==> config.mk <==
export PLATFORM = sky130hd
export DESIGN_NAME = faf_queue
export DESIGN_NICKNAME = d
export VERILOG_FILES = /design/src/hdl/fin_angle_from_force_top_defines.svh /design/src/hdl/faf_pkg.sv /design/src/hdl/faf_queue.sv
export SDC_FILE = /design/constraint.sdc
export NUM_CORES = 1
export LEC_CHECK = 0
export ABC_AREA = 1
export BUFFER_PORTS_ARGS = -buffer_cell sky130_fd_sc_hd__buf_2
export CAP_MARGIN = 20
export CORE_MARGIN = 2
export CORE_UTILIZATION = 52
export CTS_CLUSTER_DIAMETER = 60
export CTS_CLUSTER_SIZE = 20
export DETAILED_ROUTE_END_ITERATION = 12
export HOLD_SLACK_MARGIN = 0.05
export PLACE_DENSITY = 0.77
export REMOVE_ABC_BUFFERS = 1
export SLEW_MARGIN = 20
export SYNTH_ARGS = -nofsm -noshare
export SYNTH_HDL_FRONTEND = slang
export SYNTH_SLANG_ARGS = --single-unit
==> constraint.sdc <==
create_clock -name clk -period 4.9 [get_ports clk]
set_input_delay 0.98 -clock clk [delete_from_list [all_inputs] [get_ports clk]]
set_output_delay 0.98 -clock clk [all_outputs]
set_load 0.02 [all_outputs]
==> src/hdl/fin_angle_from_force_top_defines.svh <==
// ----------------------------------------------------------------------------
// fin_angle_from_force_top_defines.svh
// Assertion helpers used by the fin angle back end.
// ----------------------------------------------------------------------------
`ifndef FIN_ANGLE_FROM_FORCE_TOP_DEFINES_SVH
`define FIN_ANGLE_FROM_FORCE_TOP_DEFINES_SVH

// Same-cycle implication, checked outside reset
`define FAF_IMPLY(lbl, ante, cons, msg) \
  lbl: assert property (@(posedge clk) disable iff (rst) (ante) |-> (cons)) else $error(msg);

// Next-cycle implication, checked outside reset
`define FAF_NEXT(lbl, ante, cons, msg) \
  lbl: assert property (@(posedge clk) disable iff (rst) (ante) |=> (cons)) else $error(msg);

`endif

==> src/hdl/faf_pkg.sv <==
// ----------------------------------------------------------------------------
// faf_pkg
// Types and fixed widths of the fin angle from force block.
// ----------------------------------------------------------------------------
package faf_pkg;

  // Register file indexes
  localparam int CFG_IDX_BITS = 3;
  localparam logic [CFG_IDX_BITS-1:0] REG_LIFT_A     = 3'd0;
  localparam logic [CFG_IDX_BITS-1:0] REG_LIFT_B     = 3'd1;
  localparam logic [CFG_IDX_BITS-1:0] REG_LIFT_C     = 3'd2;
  localparam logic [CFG_IDX_BITS-1:0] REG_MAX_ANGLE  = 3'd3;
  localparam logic [CFG_IDX_BITS-1:0] REG_PROP_CONST = 3'd4;

  // Shifted curve constant c - coefficient, sized for the widest word
  localparam int CP_BITS   = 49;
  localparam int CPM_BITS  = 48;
  // |a| * |c'| and the discriminant
  localparam int PROD_BITS = 80;
  localparam int DISC_BITS = 82;
  localparam int SQRT_BITS = 41;
  // Root numerators -b +/- s
  localparam int NUM_BITS  = 43;
  // Root divider: dividend, divisor and quotient widths
  localparam int RDIV_N    = 64;
  localparam int RDIV_D    = 33;
  localparam int RDIV_Q    = 24;
  localparam int ANGLE_BITS = 23;

  typedef enum logic [1:0] {
    KIND_NONE = 2'd0,
    KIND_LIN  = 2'd1,
    KIND_QUAD = 2'd2
  } kind_t;

  typedef struct packed {
    logic signed [31:0] lift_coeff_a;
    logic signed [31:0] lift_coeff_b;
    logic signed [31:0] lift_coeff_c;
    logic [ANGLE_BITS-1:0] max_angle;
    logic [30:0] prop_constant;
  } cfg_t;

  typedef struct packed {
    logic signed [31:0] force_req;
    logic [30:0] rotor_rate;
  } item_t;

  typedef struct packed {
    logic signed [23:0] fin_angle;
    logic [1:0] root_count;
    logic clamped;
  } result_t;

  typedef struct packed {
    kind_t kind;
    logic signed [CP_BITS-1:0] cp;
    logic force_pos;
    logic clamped;
  } job_t;

endpackage

==> src/hdl/faf_queue.sv <==
// ----------------------------------------------------------------------------
// faf_queue
// Two-entry queue of classified words between front and back.
// ----------------------------------------------------------------------------
module faf_queue (
  input  logic          clk,
  input  logic          rst,
  input  logic          push,
  input  faf_pkg::job_t din,
  output logic          full,
  input  logic          pop,
  output faf_pkg::job_t dout,
  output logic          empty
);

  localparam int DEPTH = 2;
  localparam int PW    = $clog2(DEPTH);

  faf_pkg::job_t mem [DEPTH];
  logic [PW-1:0] wp;
  logic [PW-1:0] rp;
  logic [PW:0]   cnt;
  logic          wr;
  logic          rd;

  assign full  = cnt == (PW+1)'(DEPTH);
  assign empty = cnt == '0;
  assign wr    = push && !full;
  assign rd    = pop && !empty;
  assign dout  = mem[rp];

  always_ff @(posedge clk) begin
    if (rst) begin
      wp  <= '0;
      rp  <= '0;
      cnt <= '0;
    end else begin
      if (wr) begin
        wp <= wp + 1'b1;
      end
      if (rd) begin
        rp <= rp + 1'b1;
      end
      if (wr && !rd) begin
        cnt <= cnt + 1'b1;
      end else if (rd && !wr) begin
        cnt <= cnt - 1'b1;
      end
    end
  end

  always_ff @(posedge clk) begin
    if (wr) begin
      mem[wp] <= din;
    end
  end

endmodule

==> results.txt <==
- Number of buffers on the longest clock path: 2
- The die covers around 0.0091 sq mm.
- After detailed routing, the met2 layer carries around 3.2 mm of wire.
- Of the available clock period, the critical path in the final layout requires between 50% and 60%.
- Critical Path Start Type: flip-flop
- The tool flagged a number of max-cap violations equal to 0.
- Net switching is between 20 and 30% of the power.
- Of the cells placed in the final design, the portion with a size suffix greater than 1 is about 57%.
- Combinational fraction of design power: approximately 28%
- Count of cell instances traversed by the critical path: 2
- IR analysis of the VDD net gives a maximum drop of 341.8 uV.
- Input and output buffers added on the ports amount to around 110.
- Clock-pin slew was measured on the worst setup and hold paths at 80 ps.
* Worst clock skew: approximately 7.7 ps
- Entering global routing, the biggest net connects 54 pins.
* CP endpoint kind: primary output
* Overall power after layout: 2507 uW
* Transition time at the pin with the least slew margin: a little over 1000 ps
- Number of cell instances on the worst register-to-register path: 3
- Synthesized instance count: between 200 and 250
- The H-tree was split into 3 levels.
- Subtracting the final worst setup slack from the clock period gives 2937 ps.
- For the worst setup path, the data arrival time is about 2000 ps.
* Worst hold start: wp
- Yosys warns: 0
- CTS tree: yes
- Timing would allow up to 340.4 MHz.
- Register-to-Register Setup Slack: roughly 2700 ps
* Worst path max stage delay: just under 1000 ps
- After detailed routing, no signal wire sits above met4.
- Clock network fraction of total power: 19.7%
- The first global-routing pass estimated just under 10 mm of wire.
- In this run, the number of DRC markers left after iteration 0 of detailed routing was 80.
- CP max FO: 53
- Once detail routing completed, the nets flagged for antenna violations numbered 0.
- Initial standard-cell utilization of the core: approximately 53%
- Worst path top cell family by delay: flip-flops
- The number of antenna violations at the first check in global routing came to 0.
- Site Rows: 33
- Cell internal power was estimated by the tool at about 1800 uW.
* Number of max-slew violations in the final report: 0
- Area of the core: a little over 0.008 sq mm
* Leading cell types in the layout, fill and taps excluded: 111 x buf_2, 106 x edfxtp_1, 50 x mux2_4
- Crit Path Category: flip-flop to primary output
- Max-slew headroom: 31.06%
- Gates resized during post-CTS repair numbered 0.
- Required time of the critical path: 3920 ps
* Total global routing overflow: 0
- Vias in the first global route: just over 2,000
- Setup bufs post-CTS: 0
- Die Span Y: roughly 95 um
* Number of antenna diodes: 0
- From left edge to right edge, the die measures around 95 um.
- Total of endpoints with negative setup slack in the final report: 0
- Number of buffers and inverters on the critical path: 1
- Cells fill 62.82% of the core in the end.
- Buffers inserted to repair hold after CTS numbered 0.
* Hold crit path type: flip-flop to flip-flop
- Capture instance of the worst register-to-register path: mem[0][40]
* Worst r2r src: cnt[0]
- The library cell used most frequently in the layout, excluding fill and tap cells, is buf_2.
- Cell chosen for the clock root: clkbuf_8
* Number of register bits inferred by synthesis: between 100 and 150
* Setup repair after global routing missed its margin: no
- The path with the worst hold slack has its endpoint at wp.
- On the final layout, the worst hold slack is 552.0 ps.
* Total negative slack: 0 ps
- In this run, flip-flops and latches consume a little over half of the power.
- Number of clock buffers inserted by TritonCTS: 9
* Per-cell routed wire length: 15.53 um
* Syn Std Cell Area: 0.004325 sq mm
* Clk sink count: 111
- Metal-1 WL: approximately 3 mm
* Routed wire length on met3: 452 um
- In the routed design, unresolved DRC markers number 0.
* Gr usage total: between 10% and 20%
- The worst hold path passes through 2 cells.
- Aggregate routed wire length: approximately 6.6 mm
* Cell type of the slowest stage on the worst timing path: dfxtp_4
- In the routed layout, each cell is associated on average with a via count of a little under 5.
* Post-synthesis sequential area ratio: 75.90%
- Net switching component of the power: 745.3 uW
* Cell chain of the critical path: mux2_2 -> buf_2
* RD Place Congestion: 0.7008
- The routed layout has about 2,100 vias.
- DRT Pass-1 Iters: 4
- From synthesis to final layout, the design area changed by 18.14%.
- PwrDens: slightly below 500 mW/mm^2
- The synthesized design devotes to its leading area cell type about three quarters of total area.
- In this run the count of I/O pins placed on the die edge is 112.
- For the worst-skew pair, the clock arrives at the later sink with an insertion delay of 350 ps.
- In this run, distinct cell masters in the synthesized netlist total 18.
- The analysis attributes to cell leakage a power of 0.002026 uW.
- By area the synthesized netlist is led by edfxtp_1 74%, mux2_4 17%, buf_12 2.3%.
* Run status: completed
- Excluding fillers, the count of instances in the completed layout stands at 428.
- Leading area contributor after synthesis: edfxtp_1
- Final Net Count: about 380
* Number of hold violations in the final report: 0
- Detailed placement ended at an HPWL of between 4 and 5 mm.
* Avg Synthesized Cell Area: 21.41 sq um
- Once placement completed, the tool counted placed cells totaling ~410.
[cells in the mapped netlist]
cell      number
buf_6          1
ha_1           1
o21ai_2        1
inv_2          1
nand3_1        1
o21ai_0        3
o21ai_1        1
buf_12         5
mux2_2         3
a21oi_1        1
nand2_1        4
nand4_1        1
and2_1         1
inv_1          8
mux2_4        50
dfxtp_1        5
edfxtp_1     106
nor2_1         9
[cell families after synthesis]
family,synth area share (%)
AOI/OAI and AO/OA,0.7807
and+or+nand+nor,1.533
adders and majority gates,0.2892
muxes,18.14
buffers and inverters,3.356
DFF,75.90
[flip-flops by register name (all words and copies together) (netlist names), named ones only]
register  flops
mem         106
wp            1
cnt           2
rp            1
[layout make-up]
cell class / instances / area, sq um
repair buffers: 113 / 570.5
inverters: 9 / 33.78
flip-flops and latches: 111 / 3287
clock inverters: 5 / 51.30
multi-input cells: 76 / 912.1
fillers: 581 / 3024
well taps: 105 / 131.4
clock buffers: 9 / 123.9
[worst reg2reg max path, stage by stage (launching register included)]
cell	delay, ps
dfxtp_1	470
o21ai_2	170
nor2_4	800
buf_4	430
[per-layer routing]
metal  vias up  global-route usage, %
met1      1002                  19.96
met4         0                  5.797
met2        77                  23.47
li1        999                      -
met5         -                      0
met3         6                  4.506
[per-stage QoR]
stage	instance area [sq um]	worst slack [ps]
2_1_floorplan	4214	1166
3_3_place_gp	4935	2164
3_5_place_dp	4935	2107
4_1_cts	5110	1926
5_1_grt	5110	1835
6_report	5110	1963
[worst max path at each step]
stage	endpoint	slack, ps
2_1_floorplan	mem[0][0]	1170
3_3_place_gp	mem[0][35]	2160
3_5_place_dp	mem[0][25]	2110
4_1_cts	dout[31]	1930
5_1_grt	dout[31]	1840
6_report	dout[31]	1960
[power groups by stage]
stage	Clock, uW	Sequential [uW]	Combinational, uW
final	494	1300	710
after global routing	549	1320	761
after CTS	511	1310	721
after detailed placement	0	1330	719
after global placement	0	1320	708
after floorplan	0	1310	532
No activity file was read; power rests on OpenSTA's default activity.
